<file path="config.mk">
export PLATFORM = sky130hd
export DESIGN_NAME = afc_front
export DESIGN_NICKNAME = d
export VERILOG_FILES = /design/src/rtl/core/afc_pkg.sv /design/src/rtl/core/afc_front.sv
export SDC_FILE = /design/constraint.sdc
export NUM_CORES = 1
export LEC_CHECK = 0
export BUFFER_PORTS_ARGS = -buffer_cell sky130_fd_sc_hd__clkbuf_2
export CORE_ASPECT_RATIO = 0.6
export CORE_MARGIN = 5
export CORE_UTILIZATION = 42
export CTS_BUF_LIST = sky130_fd_sc_hd__clkbuf_16
export CTS_CLUSTER_SIZE = 40
export DETAILED_ROUTE_END_ITERATION = 16
export PLACE_DENSITY = 0.79
export REMOVE_ABC_BUFFERS = 1
export SLEW_MARGIN = 20
export SYNTH_ARGS = -nofsm -noshare
export SYNTH_HDL_FRONTEND = slang
export SYNTH_SLANG_ARGS = --single-unit
</file>
<file path="constraint.sdc">
create_clock -name clk -period 2.6 [get_ports clk]
set_input_delay 0.13 -clock clk [delete_from_list [all_inputs] [get_ports clk]]
set_output_delay 0.13 -clock clk [all_outputs]
set_load 0.05 [all_outputs]
</file>
<file path="src/rtl/core/afc_pkg.sv">
package afc_pkg;

  localparam int PLANE_COUNT = 6;
  localparam int COORD_W     = 24;
  localparam int SUM_W       = COORD_W + 1;
  localparam int NRM_W       = 14;
  localparam int OFS_W       = 22;
  localparam int OFS_SHIFT   = 13;
  localparam int PLANE_W     = 64;
  localparam int IDX_W       = 3;
  localparam int PROD_W      = SUM_W + NRM_W + 1;
  localparam int ACC_W       = PROD_W + 2;
  localparam int LATENCY     = 1 + 2 * PLANE_COUNT;

  localparam int NX_LSB  = 0;
  localparam int NY_LSB  = 14;
  localparam int NZ_LSB  = 28;
  localparam int OFS_LSB = 42;

  typedef struct packed {
    logic                    vld;
    logic                    vis;
    logic signed [SUM_W-1:0] c2_x;
    logic signed [SUM_W-1:0] c2_y;
    logic signed [SUM_W-1:0] c2_z;
    logic signed [SUM_W-1:0] e2_x;
    logic signed [SUM_W-1:0] e2_y;
    logic signed [SUM_W-1:0] e2_z;
  } afc_beat_t;

endpackage

</file>
<file path="src/rtl/core/afc_front.sv">
module afc_front
  import afc_pkg::*;
(
  input  logic                      clk,
  input  logic                      rst_n,
  input  logic                      accept,
  input  logic signed [COORD_W-1:0] min_x,
  input  logic signed [COORD_W-1:0] min_y,
  input  logic signed [COORD_W-1:0] min_z,
  input  logic signed [COORD_W-1:0] max_x,
  input  logic signed [COORD_W-1:0] max_y,
  input  logic signed [COORD_W-1:0] max_z,
  output afc_beat_t                 beat
);

  afc_beat_t beat_r;
  afc_beat_t beat_nxt;

  // doubled center and doubled extent per axis
  always_comb begin
    beat_nxt      = beat_r;
    beat_nxt.vld  = accept;
    beat_nxt.vis  = 1'b1;
    beat_nxt.c2_x = SUM_W'(min_x) + SUM_W'(max_x);
    beat_nxt.c2_y = SUM_W'(min_y) + SUM_W'(max_y);
    beat_nxt.c2_z = SUM_W'(min_z) + SUM_W'(max_z);
    beat_nxt.e2_x = SUM_W'(max_x) - SUM_W'(min_x);
    beat_nxt.e2_y = SUM_W'(max_y) - SUM_W'(min_y);
    beat_nxt.e2_z = SUM_W'(max_z) - SUM_W'(min_z);
  end

  always_ff @(posedge clk) begin
    if (!rst_n) begin
      beat_r <= '0;
    end else begin
      beat_r <= beat_nxt;
    end
  end

  assign beat = beat_r;

endmodule

</file>
==> flow_results.org, run 1 <==
** Timing
- # setup viols final :: 0
- The final critical path takes up a little over nine tenths of the cycle.
- Measured slew at the worst slew-check pin :: approximately 620 ps
- Based on the critical path, the design can be clocked at up to 405 MHz.
- Worst hold-check slack :: a little under 90 ps
- Final Hold Viols :: 0
- Setup repair after global routing left no endpoint under its margin.
- In this run the tightest slew margin relative to its limit is between 50 and 60%.
- For the final routed database, the setup TNS stands at 0 ps.
- Final-report max-slew violation count :: 0
- Shortest clock period the worst path allows after layout :: between 2000 and 2500 ps

** Die
- The die is approximately 220 um wide.
- Std cell rows :: 46
- In this run the count of I/O pins placed on the die edge is between 200 and 300.
- The die is 137 um tall.
- Once the floorplan was initialized, standard cells occupied 42.8% of the core.
- Total die area :: 0.0305 mm^2
- In this run the standard cell core region covers about 0.026 mm^2.

** Global route
- Maximum number of pins on one net before global-route repair :: roughly 40
- The first global-routing pass estimated 61,700 um of wire.
- For this run, the total global-route usage over all layers was measured as between 20% and 30%.
- Antenna violations before repair :: 2
- The number of global-route vias before repair came to about 11,000.
- Grt ovf :: 0

** Detailed routing
- Max layer used :: met5
- Count of unresolved DRC violations after routing :: 0
- The pre-antenna-repair detailed-routing pass consisted of 7 iterations.
- Routed met3 length :: between 4000 and 5000 um
- Routed via count divided by cell count :: 5.56
- Met2 layer wire length in the routed design :: 16,300 um
- Total routed wirelength :: between 40,000 and 50,000 um
- For this block, the via count after detailed routing is 12,086.
- The detailed router finished its first iteration with ~1,200 violations.
- M1 wire length :: ~18,000 um
- Post-DRT Antenna Nets :: 0
- Average detailed-routed wire length per instance :: 18.6 um

** Critical path
- Nature of the critical path endpoint :: flip-flop
- STA puts the critical path data required time at 2990 ps.
- By startpoint and endpoint, the worst setup path is classified as in -> reg.
- Critical path peak fanout :: 4
- CP startpoint kind :: primary input
- STA puts the critical path data arrival time at 2860 ps.

** Power and ir drop
- Switching portion of total power :: 42.7%
- Power density over the cells :: 641 mW/mm^2
- Internal power summed over all cells :: between 5 and 6 mW
- Comb power frac :: a little over two fifths
- Summed over all cells, the static leakage comes to 7.20 nW.
- Power comes to around 9.2 mW.
- IR analysis of the VDD net gives a maximum drop of about 0.47 mV.
- Per report_power, the clock group accounts for between 20% and 30% of the total.
- Sequential group share of total power :: between 20 and 30%
- Reported net switching power :: about 3.9 mW

** Final layout
- Flip-flop count of the largest register, all copies and words added :: 149
- Post-Route Utilization :: 54.4%
- Leaving out fill and tap cells, the most frequent cell in the layout is sky130_fd_sc_hd__clkbuf_2.
- Number of nets in the final layout :: roughly 2,100
- Proportion of layout cells with a drive suffix above 1 :: roughly 25%
- Fill cells :: between 2,000 and 2,500
- Area growth, synth to finish :: 27.0%
- The top cell types in the final layout, fill and taps aside, are sky130_fd_sc_hd__clkbuf_2 (298), sky130_fd_sc_hd__nor2_1 (186), sky130_fd_sc_hd__dfxtp_1 (149).
- Once layout is complete, the cells apart from fillers number around 2,200.

** Yosys
- Post-synth ARST share :: 0%
- Portion of synthesized cell area occupied by the leading cell type :: 26.3%
- Cell type with the highest aggregate area in the netlist :: sky130_fd_sc_hd__dfxtp_1
- Each instance of the synthesized netlist takes up on average about 8 um^2.
- Synthesis-stage register bit count :: approximately 150
- Number of cells produced by synthesis :: between 1,000 and 1,500
- Synth Warn # :: 0
- Sequential elements use between 20% and 30% of the synthesized area.
- Number of enable flip-flop cells after synthesis :: 0
- Syn Std Cell Area :: 0.0113 mm^2
- Number of unique standard cell types used by synthesis :: 77
- Sorting the synthesized cells by area gives the leading types as sky130_fd_sc_hd__dfxtp_1 (26%), sky130_fd_sc_hd__ha_1 (16%), sky130_fd_sc_hd__nor2_1 (6.2%).
- Among all flip-flop cells after synthesis, the most frequent one is sky130_fd_sc_hd__dfxtp_1.

** Placement
- Once placement completed, the tool counted placed cells totaling 2,136.
- Detailed-placement wirelength estimate :: between 30,000 and 40,000 um
- Port Buffers :: 298
- Weighted congestion at the end of routability-driven global placement :: roughly 1.0

** Clock tree
- TritonCTS built the clock tree.
- Clock-pin slew reported for the worst setup and hold paths after clock tree synthesis :: around 70 ps
- The clock passes through at most 2 buffers.
- In this run, CTS created clock tree buffers numbering 17.
- CTS H-Tree Depth :: 4
- The clock drives around 150 sinks.
- Master cell of the clock root buffer :: sky130_fd_sc_hd__clkbuf_16

** Flow run
- MaxCap Viol Count :: 0

** Hold path
- The worst hold path belongs to the class in -> reg.

** Outcome
- The flow ran to the end, and the final reports show no timing, DRC or antenna violations.
[final timing paths]
kind | from | to | slack [ps] | depth (start not counted)
worst min-delay path | max_y[23] | beat[124] | 90 | 4
worst max-delay path | min_z[2] | beat[97] | 130 | 11
[critical path, stage by stage]
cell and delay, ps:
sky130_fd_sc_hd__clkbuf_2 90, sky130_fd_sc_hd__inv_1 50, sky130_fd_sc_hd__ha_1 340, sky130_fd_sc_hd__nand2b_1 210, sky130_fd_sc_hd__a221oi_2 390, sky130_fd_sc_hd__nor4b_1 140
sky130_fd_sc_hd__o31ai_1 440, sky130_fd_sc_hd__a31oi_1 180, sky130_fd_sc_hd__or3_1 370, sky130_fd_sc_hd__o21ai_0 310, sky130_fd_sc_hd__mux2i_1 210
[cell families after synthesis]
group           Yosys count  synth area share [%]
simple gates            451                  19.0
xor+xnor                 81                  6.26
mux                      26                  2.30
compound gates          384                  22.1
flops                   149                  26.3
fa+ha+maj               150                  17.0
buf+inv                 209                  7.10
[through the flow]
stage / setup WS [ps] / cell area [um^2]
global placement: -370 / 13800
global route: 74.7 / 14400
detailed placement: -372 / 13800
CTS: 88.7 / 14400
floorplan: 195 / 11000
finish: 129 / 14400
[power by group through the flow]
stage          clock network [mW]  registers [mW]  logic (mW)
2_1_floorplan                   0            3.80        1.58
3_3_place_gp                    0            2.74        3.85
3_5_place_dp                    0            2.74        3.89
4_1_cts                      2.61            2.69        3.92
5_1_grt                      2.72            2.71        4.24
6_report                     2.57            2.69        3.98
[cell type report]
class / count / area, um^2 / area share (%)
diodes: 1 / 2.50 / 0.0174
clock inverters: 15 / 169 / 1.17
well taps: 360 / 450 / 3.13
clock buffers: 17 / 425 / 2.95
inverters: 137 / 515 / 3.58
multi-input cells: 1092 / 7560 / 52.5
flip-flops and latches: 149 / 2980 / 20.7
repair buffers: 402 / 2290 / 15.9
[routing by layer]
metal | GRT usage [%] | vias up
met5 | 0 | -
met4 | 8.21 | 2
met3 | 8.24 | 83
met2 | 36.3 | 693
met1 | 36.4 | 5595
li1 | - | 5713
[synth_stat cells, drive strengths merged, types with 24 or more instances]
cell	n
inv	135
o21bai	26
a21oi	126
nor2	186
mux2i	26
dfxtp	149
nand2	76
ha	144
nor3	40
xnor2	68
clkbuf	55
o21ai	68
nor2b	24
[what timing repair did]
action / 4_1_cts / 5_1_grt
resized for setup: 0 / 2
endpoints found under the setup margin: 0 / 1
hold buffers: 4 / 0
endpoints found under the hold margin: 4 / 0
setup buffers: 0 / 0
No activity file was read; power rests on OpenSTA's default activity.
==> run 2: changes to the inputs <==
--- a/config.mk
+++ b/config.mk
@@ -6,13 +6,15 @@
 export NUM_CORES = 1
 export LEC_CHECK = 0
 export BUFFER_PORTS_ARGS = -buffer_cell sky130_fd_sc_hd__clkbuf_2
+export CELL_PAD_IN_SITES_DETAIL_PLACEMENT = 0
+export CELL_PAD_IN_SITES_GLOBAL_PLACEMENT = 1
 export CORE_ASPECT_RATIO = 0.6
 export CORE_MARGIN = 5
-export CORE_UTILIZATION = 42
+export CORE_UTILIZATION = 35
 export CTS_BUF_LIST = sky130_fd_sc_hd__clkbuf_16
 export CTS_CLUSTER_SIZE = 40
 export DETAILED_ROUTE_END_ITERATION = 16
-export PLACE_DENSITY = 0.79
+export PLACE_DENSITY_LB_ADDON = 0.2
 export REMOVE_ABC_BUFFERS = 1
 export SLEW_MARGIN = 20
 export SYNTH_ARGS = -nofsm -noshare
==> flow_results.org, run 2 (synthesized netlist as in run 1, its figures left out) <==
** Final layout
- At the end of the flow, the number of nets in the layout was 2,115.
- The finished layout holds between 2,000 and 2,500 standard cells, fillers aside.
- After routing the design area is 0.0146 mm^2.
- Of the cells placed in the final design, the portion with a size suffix greater than 1 is around a quarter.
- Leading cell type in the layout, fill and taps excluded :: sky130_fd_sc_hd__clkbuf_2
- Cells fill a little under half of the core in the end.
- Fill cells :: 3,327
- Flip-flop count of the largest register, all copies and words added :: ~150
- Top library cells by usage in the layout, fill and taps aside :: sky130_fd_sc_hd__clkbuf_2 (298), sky130_fd_sc_hd__nor2_1 (186), sky130_fd_sc_hd__dfxtp_1 (149)
- Relative to the synthesized area, the layout overhead comes to 29.1%.

** Clock tree
- The clock passes through at most 2 buffers.
- Clock-pin slew was measured on the worst setup and hold paths at ~60 ps.
- Master cell of the clock root buffer :: sky130_fd_sc_hd__clkbuf_16
- TritonCTS created 17 clock buffers.
- CTS saw about 150 sinks.
- Clock tree from TritonCTS :: built
- In this run the number of H-tree levels came out at 4.
- After clock tree synthesis, the repair step resized 0 gates.

** Critical path
- The setup path with the least slack is of type in -> reg.
- STA classifies the critical path endpoint as a flip-flop.
- Critical path peak fanout :: 4
- Required @ worst endpoint :: around 3000 ps
- CP startpoint kind :: primary input
- CP arrival :: 2690 ps

** Detailed routing
- In the routed design, unresolved DRC markers number 0.
- Routed via count divided by cell count :: approximately 5.1
- The count of nets left with antenna violations once routing finished came out at 0.
- For this block, the routed nets add up to roughly 40,000 um of wire.
- DR pass1 iterations :: 5
- Initial DRC Count :: just under 1,000
- For this block, the via count after detailed routing is about 12,000.
- Dividing the detail-routed wire length by the instance count gives 17.7 um.

** Timing
- Unrepaired setup endpoints after global routing :: false
- Headroom to the max-slew limit :: 50.9%
- Final Hold Viols :: 0
- Final worst setup slack :: between 200 and 300 ps
- At the pin with the least slew margin, the transition time is 730 ps.
- Achievable frequency :: 433 MHz
- Post-route fraction of the period consumed by the critical path :: between 80 and 90%
- Worst hold-check slack :: 82.7 ps
- # setup viols final :: 0
- The clock period could shrink to about 2300 ps.
- The total count of max-transition violations in the final report came to 0.

** Flow run
- MaxCap Viol Count :: 0

** Power and ir drop
- Power density over the cells :: 631 mW/mm^2
- Maximum resistive drop on vdd :: 0.501 mV
- Reported net switching power :: 3.86 mW
- Per report_power, the clock group accounts for 28.0% of the total.
- Switching portion of total power :: 41.8%
- Sequential group share of total power :: just under 30%
- Comb power frac :: about 43%
- Leak :: ~7.3 nW
- Internal power summed over all cells :: 5.38 mW

** Placement
- OpenSTA, run right after detailed placement, puts the worst setup slack at -76.1 ps.
- The congestion estimate from routability-driven global placement came to around 0.96.
- In this run, placement finished with an instance count of roughly 2,200.
- Placement-stage cell area :: approximately 0.014 mm^2
- Detailed placement ended at an HPWL of 32,600 um.
- Port Buffers :: just under 300

** Global route
- The first global-routing pass estimated 61,800 um of wire.
- Combined global-route utilization of all metal layers :: between 20% and 30%
- Antenna violations before repair :: 3
- Number of global-route vias before repair :: around 11,000
- Maximum number of pins on one net before global-route repair :: between 50 and 60
- Grt ovf :: 0

** Die
- The initial utilization of the core area, before any placement, comes to 35.2%.
- Core footprint :: between 0.03 and 0.04 mm^2
- Total die area :: around 0.036 mm^2
- Die X :: between 200 and 250 um
- The floorplan has 51 rows.
- Count of pins on the block boundary :: roughly 300
- Chip height :: between 100 and 150 um

** Hold path
- Hold path startpoint :: min_x[1]
- Along the worst hold path, the cell count comes to 3.
- Kind of path behind the tightest hold check :: in -> reg
- The path with the worst hold slack has its endpoint at beat[51].

** Outcome
- Run status :: complete, no violations
run 2: cell count changes in the layout (fill, tap and decap cells not counted), sizes merged:
cell      delta
diode        +2
clkinv       +2
bufinv       +1
clkinvlp     +1
buf         +19
inv          -5
run 2: power by group through the flow:
stage	Clock (mW)	Combinational, mW	Sequential, mW
floorplan	0	1.58	3.80
global placement	0	3.93	2.74
detailed placement	0	3.92	2.75
CTS	2.67	3.95	2.70
global route	2.75	4.27	2.72
finish	2.58	3.96	2.69
run 2: critical path, stage by stage:
cell	delay (ps)
sky130_fd_sc_hd__clkbuf_2	90
sky130_fd_sc_hd__inv_1	40
sky130_fd_sc_hd__ha_1	330
sky130_fd_sc_hd__nand2b_1	200
sky130_fd_sc_hd__a221oi_2	450
sky130_fd_sc_hd__nor4b_1	130
sky130_fd_sc_hd__o31ai_1	340
sky130_fd_sc_hd__a31oi_1	150
sky130_fd_sc_hd__or3_1	350
sky130_fd_sc_hd__o21ai_0	270
sky130_fd_sc_hd__mux2i_1	210
run 2: worst max path at each step:
| stage | startpoint | to |
|---|---|---|
| final | min_z[2] | beat[97] |
| after global routing | min_z[2] | beat[97] |
| after CTS | min_z[2] | beat[97] |
| after detailed placement | max_x[0] | beat[68] |
| after global placement | min_x[9] | beat[142] |
| after floorplan | min_x[2] | beat[68] |
run 2: area by class of cell:
| class | count | area, um^2 | share of cell area, % |
|---|---|---|---|
| Tap cell | 424 | 531 | 3.62 |
| Multi-Input combinational cell | 1092 | 7550 | 51.6 |
| Sequential cell | 149 | 2980 | 20.4 |
| Timing Repair Buffer | 421 | 2460 | 16.8 |
| Clock buffer | 17 | 425 | 2.91 |
| Antenna cell | 3 | 7.51 | 0.0513 |
| Clock inverter | 14 | 163 | 1.11 |
| Inverter | 137 | 515 | 3.52 |
run 2: routing by layer:
metal / GRT usage, % / part of all wire, %
met5: 0 / 0
met4: 5.16 / 1.4
met3: 5.64 / 7.2
met2: 30.6 / 41
met1: 32.2 / 51
run 2: repair_timing:
item | in CTS | in global routing
setup endpoints to repair | 0 | 0
setup buffers | 0 | 0
endpoints found under the hold margin | 4 | 0
hold buffers | 4 | 0
run 2: through the flow:
stage	power, mW	setup TNS (ps)
final	9.24	0
after global routing	9.74	0
after CTS	9.31	0
after detailed placement	6.67	-361
after global placement	6.67	-168
after floorplan	5.38	0
